<file path="config.mk">
export PLATFORM = sky130hd
export DESIGN_NAME = gcq_ctrl
export DESIGN_NICKNAME = d
export VERILOG_FILES = /design/src/hw/rtl/gcq_pkg.sv /design/src/hw/rtl/gcq_ctrl.sv
export SDC_FILE = /design/constraint.sdc
export NUM_CORES = 1
export LEC_CHECK = 0
export BUFFER_PORTS_ARGS = -buffer_cell sky130_fd_sc_hd__buf_2
export CAP_MARGIN = 40
export CORE_AREA = 2 2 39 41
export CTS_CLUSTER_DIAMETER = 40
export DETAILED_ROUTE_END_ITERATION = 16
export DIE_AREA = 0 0 41 43
export GPL_ROUTABILITY_DRIVEN = 0
export PLACE_DENSITY = 0.64
export SLEW_MARGIN = 20
export SYNTH_ARGS = -nofsm -noshare
export SYNTH_HDL_FRONTEND = slang
export SYNTH_SLANG_ARGS = --single-unit
</file>
<file path="constraint.sdc">
create_clock -name i_clk -period 1.6 [get_ports i_clk]
set_input_delay 0.32 -clock i_clk [delete_from_list [all_inputs] [get_ports i_clk]]
set_output_delay 0.32 -clock i_clk [all_outputs]
set_load 0.03 [all_outputs]
</file>
<file path="src/hw/rtl/gcq_pkg.sv">
// Shared types and constants for the group CPU quota throttle.
// Used by every module of the block; depends on nothing.
package gcq_pkg;

    localparam int GROUP_COUNT = 8;
    localparam int GW = 3;
    localparam int CHAIN_DEPTH_DEF = 8;
    localparam logic [31:0] DEFAULT_PERIOD_DEF = 32'd100000;
    localparam int DIV_W = 40;
    localparam logic [6:0] PCT_SCALE = 7'd100;

    localparam logic [1:0] OP_WRITE  = 2'd0;
    localparam logic [1:0] OP_DECIDE = 2'd1;
    localparam logic [1:0] OP_START  = 2'd2;
    localparam logic [1:0] OP_END    = 2'd3;

    typedef struct packed {
        logic [1:0]    opcode;
        logic [GW-1:0] group_index;
        logic [GW-1:0] parent_index;
        logic          has_parent;
        logic          enable;
        logic [31:0]   period;
        logic [31:0]   time_limit;
        logic [31:0]   timestamp;
    } t_req;

    typedef struct packed {
        logic        may_run;
        logic [6:0]  usage_percent;
        logic [31:0] elapsed;
        logic [31:0] period_count;
        logic [31:0] throttle_count;
        logic [63:0] throttled_time;
        logic [63:0] total_time;
    } t_rsp;

    typedef struct packed {
        logic load;
        logic frame_div;
        logic frame_latch;
        logic mul;
        logic pct_div;
        logic roll;
        logic quota;
        logic charge;
        logic report;
    } t_cmd;

    typedef struct packed {
        logic div_done;
        logic roll_due;
        logic chain_last;
    } t_sts;

endpackage

</file>
<file path="src/hw/rtl/gcq_ctrl.sv">
// Controller state machine: sequences one request through the datapath.
// Depends on gcq_pkg.
module gcq_ctrl import gcq_pkg::*; (
    input  logic       i_clk,
    input  logic       i_rst_n,
    input  logic       i_in_valid,
    input  logic [1:0] i_opcode,
    input  logic       i_out_ready,
    input  t_sts       i_sts,
    output logic       o_in_ready,
    output logic       o_out_valid,
    output t_cmd       o_cmd
);
    typedef enum logic [3:0] {
        S_IDLE, S_FDIV, S_FWAIT, S_CHECK, S_MUL, S_PDIV, S_PWAIT,
        S_ROLL, S_QUOTA, S_CHARGE, S_REPORT
    } t_state;

    t_state r_state;
    logic   r_out_valid;
    logic   out_free;

    assign out_free    = !r_out_valid || i_out_ready;
    assign o_in_ready  = (r_state == S_IDLE);
    assign o_out_valid = r_out_valid;

    always_comb begin
        o_cmd             = '0;
        o_cmd.load        = (r_state == S_IDLE) && i_in_valid;
        o_cmd.frame_div   = (r_state == S_FDIV);
        o_cmd.frame_latch = (r_state == S_CHECK);
        o_cmd.mul         = (r_state == S_MUL);
        o_cmd.pct_div     = (r_state == S_PDIV);
        o_cmd.roll        = (r_state == S_ROLL);
        o_cmd.quota       = (r_state == S_QUOTA);
        o_cmd.charge      = (r_state == S_CHARGE);
        o_cmd.report      = (r_state == S_REPORT) && out_free;
    end

    always_ff @(posedge i_clk) begin
        if (!i_rst_n) begin
            r_state     <= S_IDLE;
            r_out_valid <= 1'b0;
        end else begin
            if (i_out_ready && !o_cmd.report) begin
                r_out_valid <= 1'b0;
            end
            unique case (r_state)
                S_IDLE: begin
                    if (i_in_valid) begin
                        unique case (i_opcode)
                            OP_DECIDE: r_state <= S_FDIV;
                            OP_END:    r_state <= S_CHARGE;
                            default:   r_state <= S_REPORT;
                        endcase
                    end
                end
                S_FDIV:  r_state <= S_FWAIT;
                S_FWAIT: begin
                    if (i_sts.div_done) begin
                        r_state <= S_CHECK;
                    end
                end
                S_CHECK: r_state <= i_sts.roll_due ? S_MUL : S_QUOTA;
                S_MUL:   r_state <= S_PDIV;
                S_PDIV:  r_state <= S_PWAIT;
                S_PWAIT: begin
                    if (i_sts.div_done) begin
                        r_state <= S_ROLL;
                    end
                end
                S_ROLL:  r_state <= S_QUOTA;
                S_QUOTA: r_state <= i_sts.chain_last ? S_REPORT : S_FDIV;
                S_CHARGE: begin
                    if (i_sts.chain_last) begin
                        r_state <= S_REPORT;
                    end
                end
                S_REPORT: begin
                    if (out_free) begin
                        r_out_valid <= 1'b1;
                        r_state     <= S_IDLE;
                    end
                end
                default: r_state <= S_IDLE;
            endcase
        end
    end
endmodule

</file>
-- Word level (Yosys, flattened, before mapping)
Index checks and enable logic that the tools add are counted.
- flip-flop bits (word level): 5
- latch bits: 0
- bits in writable memories: 0
- bits in read-only memories: 0
- input bits: 9
- output and inout port bits: 11
- logic and storage cells: 39
- memories kept: 0
- add/subtract/negate cells: 0
- multiply operators: 0
- div/mod/pow operators: 0
- magnitude comparators: 0
- equal/unequal tests: 17
- shift-type cells: 0
- muxes and demuxes: 12
- bitwise gates (word level): 0
- reductions and logical operators: 8
- operators with widths (kind ; number):
    case mux 4 bit (11 select lines) ; 1
    2-to-1 mux 4 bit ; 7
    equality test 4 x 3 -> 1 bit (second input constant) ; 4
    equality test 4 bit (second input constant) ; 3
    != test 2 bit (second input constant) ; 5
    equality test 4 x 2 -> 1 bit (second input constant) ; 2
    case mux 4 bit (2 select lines) ; 1
    AND reduction 5 bit ; 1
    equality test 4 x 1 -> 1 bit (second input constant) ; 1
    zero test 4 bit ; 1
    logical AND 1 bit ; 3
    2-to-1 mux 1 bit ; 3
    equality test 2 x 1 -> 1 bit (second input constant) ; 1
    equality test 2 bit (second input constant) ; 1
    zero test 1 bit ; 2
    logical OR 1 bit ; 1

-- Logic depth before layout (Yosys ltp)
Gate-level depths: netlist (run 1).
- depth in word-level cells: 8
- depth in mapped cells: 6
- mapped depth without buffers: 5

-- Worst setup path after synthesis (run 1)
No wires, ideal clock.
- kind: register to output
- start point: reg r_state[2]
- end point: out o_cmd[0] (netlist name)
- arrival: 1.324 ns
- required time: 1.280 ns
- setup slack: -0.044 ns
- cell stages (with the launch flop): 4
- buffers on the path: 1
- cell sequence: dfxtp_1 buf_6 nand2b_4 nor3_1
- RTL lines (what ; RTL line ; RTL):
    from (decl) ; gcq_ctrl.sv:19 ; t_state r_state;
    from (signal assigned) ; gcq_ctrl.sv:64 ; S_CHECK: r_state <= i_sts.roll_due ? S_MUL : S_QUOTA;
    from (signal assigned) ; gcq_ctrl.sv:73 ; S_QUOTA: r_state <= i_sts.chain_last ? S_REPORT : S_FDIV;
    to (decl) ; gcq_ctrl.sv:12 ; output t_cmd o_cmd

==> results.cfg, run 1 <==
[timing]
fin_crit_ns = 1.504
fin_worst_skew_ns = 0.001210
tightest_slew_ns = 0.2951
hold_violations = 0
grt_setup_unrepaired = no
whs_ns = 0.3547
layout_setup_ws_ns = 0.09621
relSlewSlack_pct = 80.21
period_share_pct = 93.99
fmax_mhz = 665.0
drv_slew = 0
fin_setup_tns_ns = 0
setup_violations = 0

[setup_path]
r2r-start = r_state[0]$_SDFFE_PN0P_
cp.depth = 5
crit_type = flip-flop to output pin
endpoint_kind = output pin
path_cells = nor2_4 -> nand2_2 -> inv_1 -> and2_2 -> buf_4
cp_max_fo = 10
slowest_stage = dfxtp_4
cp-startpoint = r_state[0]$_SDFFE_PN0P_
reg2reg_depth = 5
worst-path-buf-inv = 2
endpoint = o_cmd[8]
rrSetupSlack_ns = 0.21
r2r-end = r_state[3]$_SDFFE_PN0P_
cp_top_family = flip-flops
arrival_ns = 1.18
cpPeakStageDelay_ns = 0.41
start_kind = flip-flop
worstPathRequired_ns = 1.28

[cts]
cts.clk_slew.worst_paths_ns = 0.04
clockRootBuffer = clkbuf_4
clk_latency_ns = 0.24
cts_buffers = 3
clock_path_buffers = 2
cts_tree = yes
htree_levels = 1
holdBufCountCts = 0
clkSinkCount = 5

[final_layout]
syn2layout_area_growth_pct = 32.45
drive_gt1_share_pct = 54.76
fin_nets = 94
antenna-diode-count = 0
final_util_pct = 49.82

[route]
routed_wirelength_mm = 1.224
wl_per_cell_um = 12.24
vias = 524
avgViaCountPerCell = 5.240
antenna_left = 0
drt_pass1_iterations = 4
drc_errors = 0
drt_iter0_markers = 4

[worst_hold_path]
hold_class = primary input to flip-flop

[logic_synthesis]
ys_warn_count = 0
ys_types = 30
seq_area_frac_synth_pct = 19.23
yosysTopAreaCellShare_pct = 19.23
synthesis.nets = 70
netlist_area_um2 = 520.5
synth_area_leaders = dfxtp_1, nor3_1, nor2_1
synth_cells = 61
synth_largest_area_cell = dfxtp_1
ys_seq_elements = 5
syn_area_per_cell_um2 = 8.533

[flow_run]
maxCapViolCount = 0

[power_and_ir_drop]
ir_drop_uv = 729.5
p_sw_w = 0.0006143
power.share.clock_pct = 11.4
intPower_w = 0.0006389
netSwitchingFraction_pct = 49.02
power_frac_seq_pct = 22.9
power.share.combinational_pct = 65.7
p_leak_nw = 0.2798
p_per_area_mw_per_mm2 = 1818
power_w = 0.001253

[grt]
grt_max_degree = 11
grt_pass1_vias = 475
track_usage_pct = 16.28
grt_pass1_wl_mm = 1.959
antenna_found_initial = 0
gr-total-overflow = 0

[status]
status = complete, no violations

[floorplan]
die_h_um = 43
die_width_um = 41
fp.coreArea_mm2 = 0.001384
dieArea_mm2 = 0.001763
initial_core_util_pct = 37.61
std_cell_rows = 14
ios = 20

[placement]
io_buffers = 19
pre_cts_slack_ns = 0.1275
hpwlAfterDp_um = 905.7
## cells in the final DEF, fill, tap and decap left out, drive strengths merged
master and count:
buf 23, nor2 11, nor3 7, dfxtp 5, nand2b 5, clkbuf 4, nand2 3, o21ai 3
and2 3, inv 2, o21a 2, a21oi 2, nor3b 2, o21bai 2, a211oi 2, nor2b 1
o31ai 1, a2111oi 1, and4bb 1, o211ai 1, o2bb2ai 1, o32a 1, o22ai 1
## sequential cells by signal, summed over array words and instances, names as in the netlist
| name | cells |
|---|---|
| o_out_valid | 1 |
| r_state | 4 |
## cells in the mapped netlist
cell type and instances:
and2_1 3, o2bb2ai_1 1, o22ai_1 1, nand2b_2 1, buf_4 1, inv_1 2
buf_6 3, a211oi_2 1, o211ai_2 1, nor2_4 1, nand2b_4 1, o32a_1 1
a2111oi_4 1, and4bb_2 1, nor3_1 7, o21ai_0 1, o21bai_4 1, o21a_1 2
nor2_2 1, nor2_1 9, o21ai_1 2, nand2_1 3, nor3b_1 2, o31ai_4 1
nor2b_4 1, o21bai_1 1, dfxtp_1 5, a211oi_1 1, a21oi_1 2, nand2b_1 3
## power groups by stage
| stage | clock [W] | combinational, W | sequential, W |
|---|---|---|---|
| 6_report | 0.000143 | 0.000823 | 0.000287 |
| 5_1_grt | 0.000163 | 0.000898 | 0.000300 |
| 4_1_cts | 0.000149 | 0.000777 | 0.000278 |
| 3_5_place_dp | 0 | 0.000762 | 0.000261 |
| 3_3_place_gp | 0 | 0.000762 | 0.000261 |
| 2_1_floorplan | 0 | 0.000711 | 0.000192 |
## cell families after synthesis
| group | synth area share [%] |
|---|---|
| simple gates | 38.22 |
| buf+inv | 9.376 |
| flops | 19.23 |
| compound gates | 33.17 |
## cell type report
class                      count  area [um2]
clock buffer                   4       26.28
timing repair buffer          23       127.6
inverter                       2       7.507
sequential                     5       115.1
multi-input combinational     50       392.9
tap                           16       20.02
fill                         143       694.4
## worst min path at each step
stage / startpoint / endpoint / slack (ns) / depth (start not counted)
after floorplan: i_rst_n / o_out_valid$_SDFF_PN0_ / 0.44 / 1
after global placement: i_rst_n / r_state[0]$_SDFFE_PN0P_ / 0.60 / 2
final: i_rst_n / r_state[0]$_SDFFE_PN0P_ / 0.35 / 2
after global routing: i_rst_n / o_out_valid$_SDFF_PN0_ / 0.36 / 2
after CTS: i_rst_n / r_state[0]$_SDFFE_PN0P_ / 0.34 / 2
after detailed placement: i_rst_n / o_out_valid$_SDFF_PN0_ / 0.60 / 2
## per-stage QoR
step	std cells	cell area [um2]
CTS	99	666.9
floorplan	61	531.8
detailed placement	95	628.1
global route	100	689.4
finish	100	689.4
global placement	95	628.1
## routing by layer
metal	wire length, um	vias up	part of all wire, %	GRT usage [%]
met4	18	0	1.5	11.33
met5	0	-	0	0
li1	-	265	-	-
met1	577	233	47	20.00
met3	87	4	7.1	2.618
met2	540	22	44	24.38
## repair_timing
item	4_1_cts	5_1_grt
endpoints found under the setup margin	8	1
setup buffers	0	1
gates resized for setup	7	6
endpoints found under the hold margin	0	0
pin swaps	0	1
cloned	0	0
Power figures use the tool's default switching activity.
==> inputs of run 2 (changes only) <==
--- a/config.mk
+++ b/config.mk
@@ -5,14 +5,15 @@
 export SDC_FILE = /design/constraint.sdc
 export NUM_CORES = 1
 export LEC_CHECK = 0
-export BUFFER_PORTS_ARGS = -buffer_cell sky130_fd_sc_hd__buf_2
+export ABC_AREA = 1
+export BUFFER_PORTS_ARGS = -buffer_cell sky130_fd_sc_hd__buf_4
 export CAP_MARGIN = 40
 export CORE_AREA = 2 2 39 41
 export CTS_CLUSTER_DIAMETER = 40
 export DETAILED_ROUTE_END_ITERATION = 16
 export DIE_AREA = 0 0 41 43
 export GPL_ROUTABILITY_DRIVEN = 0
-export PLACE_DENSITY = 0.64
+export PLACE_DENSITY = 0.56
 export SLEW_MARGIN = 20
 export SYNTH_ARGS = -nofsm -noshare
 export SYNTH_HDL_FRONTEND = slang
==> results.cfg, run 2 <==
[cts]
cts_buffers = 3
htree_levels = 1
cts_setup_buffers = 0
holdBufCountCts = 0
clk_latency_ns = 0.24
clock_path_buffers = 2
cts_tree = yes
clockRootBuffer = clkbuf_4
cts.clk_slew.worst_paths_ns = 0.04
clkSinkCount = 5

[timing]
drv_slew = 0
relSlewSlack_pct = 84.16
fin_setup_tns_ns = 0
fin_crit_ns = 1.497
setup_violations = 0
fmax_mhz = 668.0
hold_violations = 0
period_share_pct = 93.57
grt_setup_unrepaired = no
fin_worst_skew_ns = 0.0005015
tightest_slew_ns = 0.2372

[power_and_ir_drop]
power_w = 0.001097
p_leak_nw = 0.3392
ir_drop_uv = 625.6
power.share.combinational_pct = 67.7
p_per_area_mw_per_mm2 = 1800
intPower_w = 0.0005176
netSwitchingFraction_pct = 52.82
power.share.clock_pct = 12.9
power_frac_seq_pct = 19.4
p_sw_w = 0.0005794

[setup_path]
start_kind = flip-flop
reg2reg_depth = 7
cp-startpoint = r_state[0]$_SDFFE_PN0P_
rrSetupSlack_ns = 0.36
endpoint_kind = output pin
path_cells = inv_1 -> nor2_1 -> inv_1 -> nor2_1 -> buf_4
r2r-end = r_state[1]$_SDFFE_PN0P_
crit_type = flip-flop to output pin
cpPeakStageDelay_ns = 0.37
slowest_stage = dfxtp_1
r2r-start = r_state[3]$_SDFFE_PN0P_
cp_max_fo = 4
arrival_ns = 1.18
worstPathRequired_ns = 1.28

[grt]
antenna_found_initial = 0
track_usage_pct = 15.38
grt_max_degree = 7
gr-total-overflow = 0
grt_pass1_vias = 482
grt_pass1_wl_mm = 1.849

[route]
antenna_left = 0
routed_wirelength_mm = 1.045
vias = 504
drt_iter0_markers = 4
wl_per_cell_um = 9.009
avgViaCountPerCell = 4.345
drt_pass1_iterations = 3
drc_errors = 0

[logic_synthesis]
ys_warn_count = 0
async_flop_share_pct = 0
synth_most_common_cell = nand2_1
synth_common_cells = nand2_1, nor2_1, inv_1, nand3_1, dfxtp_1
ys_types = 13
ys_seq_elements = 5
synth_cells = 77
seq_area_frac_synth_pct = 24.24
syn_area_per_cell_um2 = 5.362
netlist_area_um2 = 412.9
synthesis.nets = 86
synth_area_leaders = dfxtp_1, nand2_1, nor2_1
yosysTopAreaCellShare_pct = 24.24
synth_flop_cell = dfxtp_1
synth_edf_count = 0
synth_largest_area_cell = dfxtp_1

[floorplan]
dieArea_mm2 = 0.001763
fp.coreArea_mm2 = 0.001384
ios = 20
std_cell_rows = 14
die_h_um = 43
die_width_um = 41
initial_core_util_pct = 29.84

[worst_hold_path]
hold_class = primary input to flip-flop
min_from = i_sts[1]
whs_endpoint = r_state[2]$_SDFFE_PN0P_
min_path_cells = 3

[status]
status = complete, no violations

[final_layout]
final_cell_mix = nand2_1, buf_4, nor2_1, inv_1, nand3_1
syn2layout_area_growth_pct = 47.58
largest_reg_flops = 4
fin_nets = 110
final_util_pct = 44.03
drive_gt1_share_pct = 31.00
antenna-diode-count = 0
top_register = r_state

[flow_run]
maxCapViolCount = 0

[placement]
hpwlAfterDp_um = 902.4
io_buffers = 19
run 2: layout make-up:
class	count	area [um2]
Inverter	15	56.30
Clock buffer	4	26.28
Tap cell	16	20.02
Multi-Input combinational cell	57	264.0
Fill cell	166	774.5
Sequential cell	5	100.1
Timing Repair Buffer	19	142.6
run 2: timing repair:
action | in CTS | in global routing
setup endpoints to repair | 0 | 4
resized for setup | 0 | 2
endpoints found under the hold margin | 0 | 0
run 2: cell families (layout without fill, tap and decap cells):
family	after synthesis	after routing	share of synthesized area, %
AND/OR/NAND/NOR	49	49	51.21
flip-flops	5	5	24.24
AO/OA/AOI/OAI	8	8	10.91
buffers and inverters	15	38	13.64
run 2: critical path, delay by kind of cell (launching register included):
| family | cells | cell delay [ns] |
|---|---|---|
| flip-flops | 1 | 0.37 |
| AND/OR/NAND/NOR | 2 | 0.24 |
| buffers and inverters | 3 | 0.33 |
run 2: power groups by stage:
stage                     logic (W)  registers (W)  clock network (W)
after floorplan            0.000536       0.000208                  0
after global placement     0.000748       0.000213                  0
after detailed placement   0.000739       0.000212                  0
after CTS                  0.000740       0.000210           0.000150
after global routing       0.000838       0.000218           0.000161
final                      0.000743       0.000213           0.000141
run 2: worst max path at each step:
stage	end	depth (start not counted)
3_3_place_gp	o_cmd[4]	5
2_1_floorplan	o_cmd[8]	3
6_report	o_cmd[4]	5
5_1_grt	o_cmd[4]	5
3_5_place_dp	o_cmd[3]	5
4_1_cts	o_cmd[3]	5
run 2: stage by stage:
step | setup WS (ns) | cells | hold WS, ns | instance area, um2
after floorplan | 0.05885 | 77 | 0.4646 | 412.9
after global placement | 0.3438 | 112 | 0.5649 | 575.6
after detailed placement | 0.3008 | 112 | 0.5666 | 575.6
after CTS | 0.03892 | 116 | 0.3483 | 601.8
after global routing | 0.01088 | 116 | 0.3576 | 609.3
final | 0.1029 | 116 | 0.3537 | 609.3
run 2: per-layer routing:
| layer | share of wire (%) | track usage (%) | vias up |
|---|---|---|---|
| li1 | - | - | 283 |
| met1 | 46 | 18.06 | 212 |
| met2 | 51 | 24.69 | 7 |
| met3 | 2.5 | 3.141 | 2 |
| met4 | 0.48 | 8.000 | 0 |
| met5 | 0 | 0 | - |
